File: src/rtl/core/cds_pkg.sv
// ----------------------------------------------------------------------------
// cds_pkg
// Shared types, codes and helper functions of the capture deadline sequencer.
// ----------------------------------------------------------------------------
package cds_pkg;

  // Command opcodes.
  typedef enum logic [2:0] {
    OP_INIT     = 3'd0,
    OP_START    = 3'd1,
    OP_SERVICE  = 3'd2,
    OP_TAKE     = 3'd3,
    OP_RELEASE  = 3'd4,
    OP_SHUTDOWN = 3'd5
  } opcode_t;

  // Status codes reported with each result item.
  typedef enum logic [3:0] {
    ST_UNINIT  = 4'd0,
    ST_IDLE    = 4'd1,
    ST_PENDING = 4'd2,
    ST_READY   = 4'd3,
    ST_WARMING = 4'd4,
    ST_BUSY    = 4'd5,
    ST_BADCFG  = 4'd6,
    ST_PERM    = 4'd7,
    ST_TIMER   = 4'd8,
    ST_TIMEOUT = 4'd9,
    ST_ADC     = 4'd10,
    ST_OWNER   = 4'd11
  } status_t;

  // Sequencer phase. The fault phases latch the first fault seen.
  typedef enum logic [9:0] {
    PH_UNINIT  = 10'b00_0000_0001,
    PH_IDLE    = 10'b00_0000_0010,
    PH_PENDING = 10'b00_0000_0100,
    PH_READY   = 10'b00_0000_1000,
    PH_BADCFG  = 10'b00_0001_0000,
    PH_PERM    = 10'b00_0010_0000,
    PH_TIMER   = 10'b00_0100_0000,
    PH_TIMEOUT = 10'b00_1000_0000,
    PH_ADC     = 10'b01_0000_0000,
    PH_OWNER   = 10'b10_0000_0000
  } phase_t;

  // ADC answer codes.
  localparam logic [1:0] ADC_WARMING = 2'd0;
  localparam logic [1:0] ADC_PENDING = 2'd1;
  localparam logic [1:0] ADC_READY   = 2'd2;
  localparam logic [1:0] ADC_ERROR   = 2'd3;

  // Configuration register indexes.
  localparam int unsigned CFG_INDEX_W = 1;
  localparam logic [CFG_INDEX_W-1:0] REG_DEADLINE = 1'd0;
  localparam logic [CFG_INDEX_W-1:0] REG_PERIOD   = 1'd1;
  localparam int unsigned CFG_DATA_W = 32;

  // Smallest legal deadline, and the spacing treated as a timer wrap.
  localparam logic [31:0] MIN_DEADLINE = 32'd3;
  localparam logic [31:0] WRAP_LIMIT   = 32'h8000_0000;

  typedef struct packed {
    logic [31:0] deadline_limit;
    logic [31:0] trigger_spacing;
  } cfg_t;

  typedef struct packed {
    logic [2:0]  opcode;
    logic [31:0] now_us;
    logic        permitted;
    logic        periph_ok;
    logic [1:0]  adc_code;
    logic        frame_ok;
    logic [15:0] sample_b;
    logic [15:0] sample_c;
    logic [31:0] armed_time;
    logic [31:0] done_time;
  } cmd_t;

  typedef struct packed {
    logic [3:0]  status;
    logic        out_valid;
    logic [15:0] out_sample_b;
    logic [15:0] out_sample_c;
    logic [31:0] out_armed_time;
    logic [31:0] out_done_time;
    logic        fire_trigger;
    logic        halt_motor;
    logic        release_ok;
  } res_t;

  // One captured frame as held in the mailbox.
  typedef struct packed {
    logic [15:0] sample_b;
    logic [15:0] sample_c;
    logic [31:0] armed_time;
    logic [31:0] done_time;
  } frame_t;

  // True when the phase holds a latched fault.
  function automatic logic is_faulted(input phase_t ph);
    logic res;
    res = (ph == PH_BADCFG) || (ph == PH_PERM) || (ph == PH_TIMER) ||
          (ph == PH_TIMEOUT) || (ph == PH_ADC) || (ph == PH_OWNER);
    return res;
  endfunction

  // A new fault takes effect only if no fault is latched yet.
  function automatic phase_t fault_phase(input phase_t ph, input phase_t code);
    phase_t res;
    res = is_faulted(ph) ? ph : code;
    return res;
  endfunction

  // Status code that a phase reports.
  function automatic status_t phase_status(input phase_t ph);
    status_t res;
    unique case (ph)
      PH_UNINIT:  res = ST_UNINIT;
      PH_IDLE:    res = ST_IDLE;
      PH_PENDING: res = ST_PENDING;
      PH_READY:   res = ST_READY;
      PH_BADCFG:  res = ST_BADCFG;
      PH_PERM:    res = ST_PERM;
      PH_TIMER:   res = ST_TIMER;
      PH_TIMEOUT: res = ST_TIMEOUT;
      PH_ADC:     res = ST_ADC;
      PH_OWNER:   res = ST_OWNER;
      default:    res = ST_UNINIT;
    endcase
    return res;
  endfunction

endpackage

File: src/rtl/core/cds_if.sv
// ----------------------------------------------------------------------------
// cds_if
// Valid/ready channels for command items and result items.
// ----------------------------------------------------------------------------
interface cds_cmd_if;
  logic          valid;
  logic          ready;
  cds_pkg::cmd_t payload;

  modport source (output valid, output payload, input ready);
  modport sink   (input valid, input payload, output ready);
endinterface

interface cds_res_if;
  logic          valid;
  logic          ready;
  cds_pkg::res_t payload;

  modport source (output valid, output payload, input ready);
  modport sink   (input valid, input payload, output ready);
endinterface

File: src/rtl/core/capture_deadline_sequencer.sv
// ----------------------------------------------------------------------------
// capture_deadline_sequencer
// Sequencer for triggered current-sample capture with deadline, trigger
// spacing, fault latch and a one-frame mailbox.
// ----------------------------------------------------------------------------
//   Channel   Direction  Handshake          Carries
//   cmd       in         valid/ready        one command item
//   res       out        valid/ready        one result item per command
//   cfg       in         cfg_we, no wait    deadline limit (0), trigger spacing (1)
//
// An accepted item sits in the command register, is decided and lands in the
// result register when the engine takes it; one item per cycle is sustained
// while each result is taken as it appears. The rate is set by the single
// decision stage between the command register and the result register.
// Reset clears the phase, the time stamps, the flags and the valid flags of both registers.
// When the result is not taken, the command register holds one more item
// and cmd.ready then falls until the result leaves.
// ----------------------------------------------------------------------------
module capture_deadline_sequencer (
  input  logic                             clk,
  input  logic                             rst,
  cds_cmd_if.sink                          cmd,
  cds_res_if.source                        res,
  input  logic                             cfg_we,
  input  logic [cds_pkg::CFG_INDEX_W-1:0]  cfg_index,
  input  logic [cds_pkg::CFG_DATA_W-1:0]   cfg_data
);

  cds_pkg::cfg_t cfg;
  logic          cmd_valid;
  cds_pkg::cmd_t cmd_data;
  logic          take;

  // Configuration registers.
  always_ff @(posedge clk) begin
    if (rst) begin
      cfg.deadline_limit  <= 32'd0;
      cfg.trigger_spacing <= 32'd0;
    end else if (cfg_we) begin
      unique case (cfg_index)
        cds_pkg::REG_DEADLINE: cfg.deadline_limit  <= cfg_data;
        cds_pkg::REG_PERIOD:   cfg.trigger_spacing <= cfg_data;
        default: ;
      endcase
    end
  end

  // Command register.
  cds_cmd_reg u_cmd_reg (
    .clk       (clk),
    .rst       (rst),
    .cmd       (cmd),
    .take      (take),
    .cmd_valid (cmd_valid),
    .cmd_data  (cmd_data)
  );

  // Decision logic, sequencer state and result register.
  cds_engine u_engine (
    .clk       (clk),
    .rst       (rst),
    .cfg       (cfg),
    .cmd_valid (cmd_valid),
    .cmd_data  (cmd_data),
    .take      (take),
    .res       (res)
  );

endmodule

File: src/rtl/core/cds_cmd_reg.sv
// ----------------------------------------------------------------------------
// cds_cmd_reg
// Input register: captures one command item and holds it until the engine
// takes it.
// ----------------------------------------------------------------------------
module cds_cmd_reg (
  input  logic                clk,
  input  logic                rst,
  cds_cmd_if.sink             cmd,
  input  logic                take,
  output logic                cmd_valid,
  output cds_pkg::cmd_t       cmd_data
);

  logic full;

  // A new item may enter when the register is empty or is emptied this cycle.
  assign cmd.ready = !full || take;
  assign cmd_valid = full;

  // Occupancy flag.
  always_ff @(posedge clk) begin
    if (rst) begin
      full <= 1'b0;
    end else if (cmd.ready) begin
      full <= cmd.valid;
    end
  end

  // Payload capture.
  always_ff @(posedge clk) begin
    if (cmd.valid && cmd.ready) begin
      cmd_data <= cmd.payload;
    end
  end

endmodule

File: src/rtl/core/cds_engine.sv
// ----------------------------------------------------------------------------
// cds_engine
// Sequencer state, the per-command decision logic and the result register.
// ----------------------------------------------------------------------------
module cds_engine (
  input  logic                clk,
  input  logic                rst,
  input  cds_pkg::cfg_t       cfg,
  input  logic                cmd_valid,
  input  cds_pkg::cmd_t       cmd_data,
  output logic                take,
  cds_res_if.source           res
);

  // Sequencer state.
  cds_pkg::phase_t  phase, phase_next;
  logic [31:0]      start_time, start_time_next;
  logic [31:0]      last_trigger_time, last_trigger_time_next;
  logic             has_triggered, has_triggered_next;
  logic             timers_held, timers_held_next;
  logic             adc_held, adc_held_next;
  logic             mail_full, mail_full_next;
  cds_pkg::frame_t  mail_frame, mail_frame_next;

  // Result register.
  logic             res_valid;
  cds_pkg::res_t    res_data, res_data_next;

  // Decision terms.
  logic [31:0]      elapsed_trig;
  logic [31:0]      elapsed_start;
  logic             bad_cfg;
  cds_pkg::status_t status;
  logic             inhibit;
  logic             fire;
  logic             rel_ok;
  logic             deliver;

  // An item moves on when the result register is free or being emptied.
  assign take      = cmd_valid && (!res_valid || res.ready);
  assign res.valid = res_valid;
  assign res.payload = res_data;

  assign elapsed_trig  = cmd_data.now_us - last_trigger_time;
  assign elapsed_start = cmd_data.now_us - start_time;
  assign bad_cfg = (cfg.deadline_limit < cds_pkg::MIN_DEADLINE) ||
                   (cfg.trigger_spacing >= cds_pkg::WRAP_LIMIT) ||
                   (({1'b0, cfg.deadline_limit} + 33'd1) >= {1'b0, cfg.trigger_spacing});

  // Command decision: next state and result fields.
  always_comb begin
    phase_next             = phase;
    start_time_next        = start_time;
    last_trigger_time_next = last_trigger_time;
    has_triggered_next     = has_triggered;
    timers_held_next       = timers_held;
    adc_held_next          = adc_held;
    mail_full_next         = mail_full;
    mail_frame_next        = mail_frame;
    status                 = cds_pkg::phase_status(phase);
    inhibit                = 1'b0;
    fire                   = 1'b0;
    rel_ok                 = 1'b0;
    deliver                = 1'b0;

    // Service of a pending capture, shared by service and take.
    if (((cmd_data.opcode == cds_pkg::OP_SERVICE) || (cmd_data.opcode == cds_pkg::OP_TAKE)) &&
        (phase == cds_pkg::PH_PENDING)) begin
      if (!cmd_data.permitted) begin
        phase_next = cds_pkg::PH_PERM;
        mail_full_next = 1'b0;
        inhibit = 1'b1;
      end else if (!cmd_data.periph_ok) begin
        phase_next = cds_pkg::PH_TIMER;
        mail_full_next = 1'b0;
        inhibit = 1'b1;
      end else if (elapsed_start > cfg.deadline_limit) begin
        phase_next = cds_pkg::PH_TIMEOUT;
        mail_full_next = 1'b0;
        inhibit = 1'b1;
      end else if (cmd_data.adc_code == cds_pkg::ADC_PENDING) begin
        phase_next = phase;
      end else if ((cmd_data.adc_code != cds_pkg::ADC_READY) || !cmd_data.frame_ok) begin
        phase_next = cds_pkg::PH_ADC;
        mail_full_next = 1'b0;
        inhibit = 1'b1;
      end else begin
        mail_frame_next.sample_b   = cmd_data.sample_b;
        mail_frame_next.sample_c   = cmd_data.sample_c;
        mail_frame_next.armed_time = cmd_data.armed_time;
        mail_frame_next.done_time  = cmd_data.done_time;
        mail_full_next = 1'b1;
        phase_next = cds_pkg::PH_READY;
      end
    end

    case (cmd_data.opcode)
      cds_pkg::OP_INIT: begin
        if (phase != cds_pkg::PH_UNINIT) begin
          status = cds_pkg::ST_BUSY;
        end else if (bad_cfg) begin
          phase_next = cds_pkg::PH_BADCFG;
          mail_full_next = 1'b0;
          inhibit = 1'b1;
          status = cds_pkg::ST_BADCFG;
        end else begin
          if (!cmd_data.permitted) begin
            phase_next = cds_pkg::PH_PERM;
            mail_full_next = 1'b0;
            inhibit = 1'b1;
          end else if (!cmd_data.periph_ok) begin
            phase_next = cds_pkg::PH_OWNER;
            mail_full_next = 1'b0;
            inhibit = 1'b1;
          end else begin
            timers_held_next = 1'b1;
            if (cmd_data.adc_code != cds_pkg::ADC_WARMING) begin
              phase_next = cds_pkg::PH_ADC;
              mail_full_next = 1'b0;
              inhibit = 1'b1;
            end else begin
              adc_held_next = 1'b1;
              has_triggered_next = 1'b0;
              mail_full_next = 1'b0;
              phase_next = cds_pkg::PH_IDLE;
            end
          end
          status = cds_pkg::phase_status(phase_next);
        end
      end
      cds_pkg::OP_START: begin
        if ((phase == cds_pkg::PH_UNINIT) || cds_pkg::is_faulted(phase)) begin
          status = cds_pkg::phase_status(phase);
        end else if (phase != cds_pkg::PH_IDLE) begin
          status = cds_pkg::ST_BUSY;
        end else if (!cmd_data.permitted) begin
          phase_next = cds_pkg::PH_PERM;
          mail_full_next = 1'b0;
          inhibit = 1'b1;
          status = cds_pkg::ST_PERM;
        end else if (!cmd_data.periph_ok) begin
          phase_next = cds_pkg::PH_TIMER;
          mail_full_next = 1'b0;
          inhibit = 1'b1;
          status = cds_pkg::ST_TIMER;
        end else if (has_triggered && (elapsed_trig >= cds_pkg::WRAP_LIMIT)) begin
          // Spacing this large means the time base wrapped past the last trigger.
          phase_next = cds_pkg::PH_TIMEOUT;
          mail_full_next = 1'b0;
          inhibit = 1'b1;
          status = cds_pkg::ST_TIMEOUT;
        end else if (has_triggered && (elapsed_trig < cfg.trigger_spacing)) begin
          status = cds_pkg::ST_BUSY;
        end else begin
          start_time_next = cmd_data.now_us;
          if (cmd_data.adc_code == cds_pkg::ADC_WARMING) begin
            status = cds_pkg::ST_WARMING;
          end else if (cmd_data.adc_code != cds_pkg::ADC_PENDING) begin
            phase_next = cds_pkg::PH_ADC;
            mail_full_next = 1'b0;
            inhibit = 1'b1;
            status = cds_pkg::ST_ADC;
          end else begin
            phase_next = cds_pkg::PH_PENDING;
            fire = 1'b1;
            last_trigger_time_next = cmd_data.now_us;
            has_triggered_next = 1'b1;
            status = cds_pkg::ST_PENDING;
          end
        end
      end
      cds_pkg::OP_SERVICE: begin
        status = cds_pkg::phase_status(phase_next);
      end
      cds_pkg::OP_TAKE: begin
        if (phase_next == cds_pkg::PH_READY) begin
          if (!cmd_data.permitted) begin
            phase_next = cds_pkg::PH_PERM;
            mail_full_next = 1'b0;
            inhibit = 1'b1;
          end else if (!cmd_data.periph_ok) begin
            phase_next = cds_pkg::PH_TIMER;
            mail_full_next = 1'b0;
            inhibit = 1'b1;
          end else begin
            deliver = mail_full_next;
            mail_full_next = 1'b0;
            phase_next = cds_pkg::PH_IDLE;
          end
        end
        status = deliver || (phase_next == cds_pkg::PH_IDLE && phase_next != phase) ?
                 cds_pkg::ST_READY : cds_pkg::phase_status(phase_next);
      end
      cds_pkg::OP_RELEASE: begin
        if ((phase != cds_pkg::PH_IDLE) || !timers_held || !adc_held || mail_full) begin
          phase_next = cds_pkg::fault_phase(phase, cds_pkg::PH_OWNER);
          mail_full_next = 1'b0;
          inhibit = 1'b1;
        end else if (!cmd_data.permitted) begin
          phase_next = cds_pkg::PH_PERM;
          mail_full_next = 1'b0;
          inhibit = 1'b1;
        end else if (!cmd_data.periph_ok) begin
          phase_next = cds_pkg::PH_TIMER;
          mail_full_next = 1'b0;
          inhibit = 1'b1;
        end else begin
          timers_held_next = 1'b0;
          adc_held_next = 1'b0;
          has_triggered_next = 1'b0;
          mail_full_next = 1'b0;
          phase_next = cds_pkg::PH_UNINIT;
          rel_ok = 1'b1;
        end
        status = cds_pkg::phase_status(phase_next);
      end
      cds_pkg::OP_SHUTDOWN: begin
        inhibit = 1'b1;
        timers_held_next = 1'b0;
        adc_held_next = 1'b0;
        has_triggered_next = 1'b0;
        mail_full_next = 1'b0;
        phase_next = cds_pkg::PH_UNINIT;
        status = cds_pkg::ST_UNINIT;
      end
      default: begin
        // Unknown opcodes report the phase and change nothing.
        status = cds_pkg::phase_status(phase);
      end
    endcase
  end

  // Result fields; the frame reads as zero unless a take delivers it.
  always_comb begin
    res_data_next.status         = status;
    res_data_next.out_valid      = deliver;
    res_data_next.out_sample_b   = deliver ? mail_frame_next.sample_b : 16'd0;
    res_data_next.out_sample_c   = deliver ? mail_frame_next.sample_c : 16'd0;
    res_data_next.out_armed_time = deliver ? mail_frame_next.armed_time : 32'd0;
    res_data_next.out_done_time  = deliver ? mail_frame_next.done_time : 32'd0;
    res_data_next.fire_trigger   = fire;
    res_data_next.halt_motor     = inhibit;
    res_data_next.release_ok     = rel_ok;
  end

  // Control state.
  always_ff @(posedge clk) begin
    if (rst) begin
      phase         <= cds_pkg::PH_UNINIT;
      start_time    <= 32'd0;
      last_trigger_time <= 32'd0;
      has_triggered <= 1'b0;
      timers_held   <= 1'b0;
      adc_held      <= 1'b0;
      mail_full     <= 1'b0;
      res_valid     <= 1'b0;
    end else begin
      if (take) begin
        phase         <= phase_next;
        start_time    <= start_time_next;
        last_trigger_time <= last_trigger_time_next;
        has_triggered <= has_triggered_next;
        timers_held   <= timers_held_next;
        adc_held      <= adc_held_next;
        mail_full     <= mail_full_next;
      end
      if (take) begin
        res_valid <= 1'b1;
      end else if (res.ready) begin
        res_valid <= 1'b0;
      end
    end
  end

  // Mailbox frame and result payload.
  always_ff @(posedge clk) begin
    if (take) begin
      mail_frame <= mail_frame_next;
      res_data   <= res_data_next;
    end
  end

endmodule
File: src/flat_wrapper.sv
// flat-port wrapper written by rule: the top's interface ports become plain ports
module capture_deadline_sequencer_flat 
  (clk, rst, cfg_we, cfg_index, cfg_data, cmd_valid, cmd_payload, cmd_ready, res_valid, res_payload, res_ready);
  cds_cmd_if cmd_i ();
  cds_res_if res_i ();
  input  logic clk;
  input  logic rst;
  input  logic cfg_we;
  input  logic [cds_pkg::CFG_INDEX_W-1:0] cfg_index;
  input  logic [cds_pkg::CFG_DATA_W-1:0] cfg_data;
  input wire logic [$bits(cmd_i.valid)-1:0] cmd_valid;
  input wire logic [$bits(cmd_i.payload)-1:0] cmd_payload;
  output wire logic [$bits(cmd_i.ready)-1:0] cmd_ready;
  output wire logic [$bits(res_i.valid)-1:0] res_valid;
  output wire logic [$bits(res_i.payload)-1:0] res_payload;
  input wire logic [$bits(res_i.ready)-1:0] res_ready;
  assign cmd_i.valid = cmd_valid;
  assign cmd_i.payload = cmd_payload;
  assign cmd_ready = cmd_i.ready;
  assign res_valid = res_i.valid;
  assign res_payload = res_i.payload;
  assign res_i.ready = res_ready;
  capture_deadline_sequencer u_core (.clk(clk), .rst(rst), .cmd(cmd_i), .res(res_i), .cfg_we(cfg_we), .cfg_index(cfg_index), .cfg_data(cfg_data));
endmodule
File: config.mk
export PLATFORM = sky130hd
export DESIGN_NAME = capture_deadline_sequencer_flat
export DESIGN_NICKNAME = d
export VERILOG_FILES = /design/src/rtl/core/cds_pkg.sv /design/src/rtl/core/cds_if.sv /design/src/rtl/core/capture_deadline_sequencer.sv /design/src/rtl/core/cds_cmd_reg.sv /design/src/rtl/core/cds_engine.sv /design/src/flat_wrapper.sv
export SDC_FILE = /design/constraint.sdc
export NUM_CORES = 1
export LEC_CHECK = 0
export BUFFER_PORTS_ARGS = -buffer_cell sky130_fd_sc_hd__buf_4
export CORE_ASPECT_RATIO = 1.5
export CORE_MARGIN = 2
export CORE_UTILIZATION = 60
export CTS_CLUSTER_SIZE = 24
export DETAILED_ROUTE_END_ITERATION = 8
export PLACE_DENSITY = 0.86
export SKIP_LAST_GASP = 1
export SYNTH_ARGS = -nofsm -noshare
export SYNTH_HDL_FRONTEND = slang
export SYNTH_HIERARCHICAL = 1
export SYNTH_SLANG_ARGS = --single-unit
File: constraint.sdc
create_clock -name clk -period 19.6 [get_ports clk]
set_input_delay 2.94 -clock clk [delete_from_list [all_inputs] [get_ports clk]]
set_output_delay 2.94 -clock clk [all_outputs]
set_load 0.02 [all_outputs]
==> metrics.log <==
INFO  metric run_status = finished clean
INFO  metric port_buf_inserts = 279
INFO  metric die-area = 43600 um2
INFO  metric worst-path-max-fanout = 76
INFO  metric core-area = 41200 um2
INFO  metric dp_hpwl = 52100 um
INFO  metric rsz_0062_raised_after_global_routing = false
INFO  metric crit_type = reg2reg
INFO  metric avgSynthCellArea = 10.1 um2
INFO  metric fin_crit_sh = 0.394
INFO  metric grt_pass1_wl = 108000 um
INFO  metric cp-end-kind = flop
INFO  metric via_count_of_the_first_global_routing_pass = 20300
INFO  metric yosys_register_bits = 480
INFO  metric mostFrequentLayoutCell = sky130_fd_sc_hd__nand2_1
INFO  metric final_worst_clock_skew = 16.3 ps
INFO  metric grt_antenna_before_repair = 0
INFO  metric worstReg2RegEnd = u_core/u_engine/res.payload[31]
INFO  metric timing.hold.ws = 478 ps
INFO  metric r2r_cells = 26
INFO  metric diodes = 0
INFO  metric power.density = 79.8 nW/um2
INFO  metric nets = 3082
INFO  metric crit_path_start_kind = flop
INFO  metric cts_root_buf = sky130_fd_sc_hd__clkbuf_16
INFO  metric achievable-frequency = 130 MHz
INFO  metric synth_area_leader_cell = sky130_fd_sc_hd__edfxtp_1
INFO  metric chipHeight = 255 um
INFO  metric placed_area = 27700 um2
INFO  metric cp.required = 19850 ps
INFO  metric synth-edff-count = 336
INFO  metric tritoncts = done
INFO  metric detailedRoute.firstIterationViolations = 1866
INFO  metric areaGrowthSynthToFinish = 15.7%
INFO  metric tns = 0 ps
INFO  metric r2r_start = u_core/u_cmd_reg/cmd_data[101]
INFO  metric pin_count_of_the_biggest_net_entering_global_routing = 112
INFO  metric post-route-cell-area = 29100 um2
INFO  metric setup_viol = 0
INFO  metric post_cts_buffers = 0
INFO  metric synth_top_family_by_area = simple AND/OR/NAND/NOR gates
INFO  metric primary_flip_flop_cell_chosen_by_synthesis_mapping = sky130_fd_sc_hd__edfxtp_1
INFO  metric number_of_levels_the_h_tree_was_split_into = 2
INFO  metric asyncSetResetFlopFracSynth = 0
INFO  metric max-vdd-ir-drop = 0.0796 mV
INFO  metric synthesis.yosys.warnings = 6
INFO  metric synthMuxAreaShare = 0.0390
INFO  metric holdBufCountCts = 0
INFO  metric fillerInstances = 2968
INFO  metric routed-via-count = 20200
INFO  metric drt-total-wl = 71800 um
INFO  metric synth_simple_gate_area_share = 0.172
INFO  metric timing.hold.worst.class = reg2reg
INFO  metric synth_top_cell_area_share = 0.401
INFO  metric starting_utilization_of_the_core_area = 0.610
INFO  metric most-common-layout-cells = sky130_fd_sc_hd__nand2_1 (389), sky130_fd_sc_hd__edfxtp_1 (336), sky130_fd_sc_hd__buf_4 (297), sky130_fd_sc_hd__a21oi_1 (232), sky130_fd_sc_hd__nor2_1 (205)
INFO  metric number_of_iterations_in_the_first_detailed_routing_pass = 9
INFO  metric fp.dieW = 171 um
INFO  metric rows = 91
INFO  metric yosys.area_share.adder = 0.0802
INFO  metric clock_sink_count = 480
INFO  metric ctsResizeCount = 0
INFO  metric detail_route.wl_per_cell = 21.5 um
INFO  metric detail_route.drc_violations = 0
INFO  metric synth-compound-area-share = 0.124
INFO  metric cts-buffers-inserted = 44
INFO  metric mappedNetlistArea = 25100 um2
INFO  metric global_route.overflow_total = 0
INFO  metric finalMaxSlewViolations = 0
INFO  metric postSynthNetCount = 2832
INFO  metric post_synth_inst_count = 2498
INFO  metric worst_hold_startpoint = u_core/cfg[29]
INFO  metric slew_worst_pin = 1210 ps
INFO  metric drv_cap = 0
INFO  metric gp_congestion = 0.981
INFO  metric period_minus_slack = 7710 ps
INFO  metric globalRouteTotalUtil = 0.322
INFO  metric number_of_nets_still_failing_antenna_checks_after_routing = 0
INFO  metric total_leakage_power = 11.1 nW
INFO  metric finalHoldViolCount = 0
INFO  metric synthDistinctLibCells = 87
INFO  metric finish.cell_count_without_fillers = 3342
INFO  metric ioPinCount = 280
INFO  metric cts.reportedPaths.clkPinSlew = 70 ps
INFO  metric cts.path.max_buffers = 3
INFO  metric r2r_setup_slack = 11890 ps
INFO  metric synth-xor-area-share = 0.0286
INFO  metric dp.cells = 3260
INFO  metric min_to = u_core/cfg[29]
INFO  metric final_layout_size_suffix_gt1_frac = 0.144
INFO  metric viasPerCell = 6.04
INFO  metric worst_endpoint_data_arrival_time = 7960 ps
INFO  metric seq_area_frac_synth = 0.516
INFO  metric clock_latency = 560 ps
INFO  metric min_path_cells = 2
INFO  metric synthTopCellsByArea = sky130_fd_sc_hd__edfxtp_1 (40%), sky130_fd_sc_hd__dfxtp_1 (11%), sky130_fd_sc_hd__ha_1 (7.9%)
INFO  metric relSlewSlack = 0.193
==> layer usage <==
layer,global-route usage,vias to the layer above,routed length (um)
li1,-,9406,-
met1,0.322,9615,24400
met2,0.605,890,37900
met3,0.0447,275,4050
met4,0.226,0,5420
met5,0,-,0
==> Yosys cell counts (8+ instances only) <==
cell,number
sky130_fd_sc_hd__nand2_1,389
sky130_fd_sc_hd__o211ai_1,11
sky130_fd_sc_hd__a21oi_1,232
sky130_fd_sc_hd__mux2i_1,98
sky130_fd_sc_hd__buf_2,15
sky130_fd_sc_hd__nand3_1,35
sky130_fd_sc_hd__nor2_1,205
sky130_fd_sc_hd__o21bai_1,9
sky130_fd_sc_hd__a31oi_1,15
sky130_fd_sc_hd__nand2b_1,109
sky130_fd_sc_hd__o31ai_1,8
sky130_fd_sc_hd__edfxtp_1,336
sky130_fd_sc_hd__xnor2_1,64
sky130_fd_sc_hd__a21boi_0,9
sky130_fd_sc_hd__clkbuf_1,57
sky130_fd_sc_hd__o21a_1,28
sky130_fd_sc_hd__a21o_1,28
sky130_fd_sc_hd__ha_1,158
sky130_fd_sc_hd__nor3_1,40
sky130_fd_sc_hd__buf_1,8
sky130_fd_sc_hd__xor2_1,18
sky130_fd_sc_hd__and4_1,8
sky130_fd_sc_hd__inv_1,151
sky130_fd_sc_hd__nor2b_1,15
sky130_fd_sc_hd__nor4_1,23
sky130_fd_sc_hd__a211oi_1,18
sky130_fd_sc_hd__nand4_1,33
sky130_fd_sc_hd__o21ai_0,79
sky130_fd_sc_hd__dfxtp_1,144
sky130_fd_sc_hd__and3_1,20
==> flip-flops by register name (all words and copies together) (netlist names) <==
signal,cells
u_core/u_engine/res.payload,104
u_core/u_engine/mail_frame,96
u_core/u_engine/last_trigger_time,32
u_core/u_engine/start_time,32
u_core/u_engine/timers_held,1
u_core/u_engine/has_triggered,1
u_core/u_cmd_reg/cmd_valid,1
u_core/cfg,64
u_core/u_engine/res.valid,1
u_core/u_cmd_reg/cmd_data,136
u_core/u_engine/phase,10
u_core/u_engine/adc_held,1
u_core/u_engine/mail_full,1
==> critical path, stage by stage (launching register included) <==
cell,delay (ps)
sky130_fd_sc_hd__edfxtp_1,370
sky130_fd_sc_hd__inv_1,70
sky130_fd_sc_hd__ha_1,210
sky130_fd_sc_hd__inv_1,80
sky130_fd_sc_hd__fa_1,210
sky130_fd_sc_hd__a21o_1,120
sky130_fd_sc_hd__a21oi_1,120
sky130_fd_sc_hd__o21ai_0,530
sky130_fd_sc_hd__nand2_1,140
sky130_fd_sc_hd__o32a_1,400
sky130_fd_sc_hd__a311oi_1,640
sky130_fd_sc_hd__a211oi_1,160
sky130_fd_sc_hd__a21oi_1,160
sky130_fd_sc_hd__a21oi_1,130
sky130_fd_sc_hd__o21ai_0,230
sky130_fd_sc_hd__xor2_1,130
sky130_fd_sc_hd__ha_1,330
sky130_fd_sc_hd__nand4_1,150
sky130_fd_sc_hd__nor4_1,470
sky130_fd_sc_hd__o21ai_0,200
sky130_fd_sc_hd__a31oi_1,480
sky130_fd_sc_hd__nand2_1,300
sky130_fd_sc_hd__a211o_2,430
sky130_fd_sc_hd__o211ai_1,120
sky130_fd_sc_hd__buf_4,300
sky130_fd_sc_hd__buf_4,710
sky130_fd_sc_hd__a21oi_1,140
==> worst max-delay path by stage <==
stage               depth (start not counted)                      startpoint                         endpoint  slack (ps)
floorplan                                   5                       res_ready                        cmd_ready        6740
global placement                            6                       res_ready                        cmd_ready       12310
detailed placement                         26  u_core/u_cmd_reg/cmd_data[101]  u_core/u_engine/res.payload[20]       12170
CTS                                        26  u_core/u_cmd_reg/cmd_data[101]  u_core/u_engine/res.payload[15]       12130
global route                               23  u_core/u_cmd_reg/cmd_data[102]  u_core/u_engine/res.payload[31]       11450
finish                                     26  u_core/u_cmd_reg/cmd_data[101]  u_core/u_engine/res.payload[31]       11890
==> logic make-up (layout without fill, tap and decap cells) <==
| group | count (synthesis) | count (layout) |
|---|---|---|
| XOR/XNOR | 82 | 82 |
| multiplexers | 98 | 98 |
| AO/OA/AOI/OAI | 506 | 506 |
| buffers and inverters | 245 | 531 |
| adder cells (fa/ha/maj) | 160 | 160 |
| AND/OR/NAND/NOR | 927 | 927 |
| flip-flops | 480 | 480 |
==> cell type report <==
type                    instances  area (um2)  share of cell area
flip-flops and latches        480       13000               0.446
multi-input cells            1773       11200               0.385
repair buffers                297        2230              0.0767
clock buffers                  50        1150              0.0397
well taps                     558         698              0.0240
inverters                     152         578              0.0199
clock inverters                32         259             0.00891
==> power breakdown <==
group	switching [mW]	internal, mW
clock	0.375	0.467
sequential	0.0271	1.12
combinational	0.197	0.131
total	0.599	1.72
==> stage by stage <==
stage	setup WS, ps	util	power (mW)
global route	11450	0.706	2.40
global placement	12310	0.671	1.48
floorplan	6740	-	1.37
CTS	12130	0.706	2.33
finish	11890	0.706	2.32
detailed placement	12170	0.671	1.49
(Power assumes the default switching activity.)
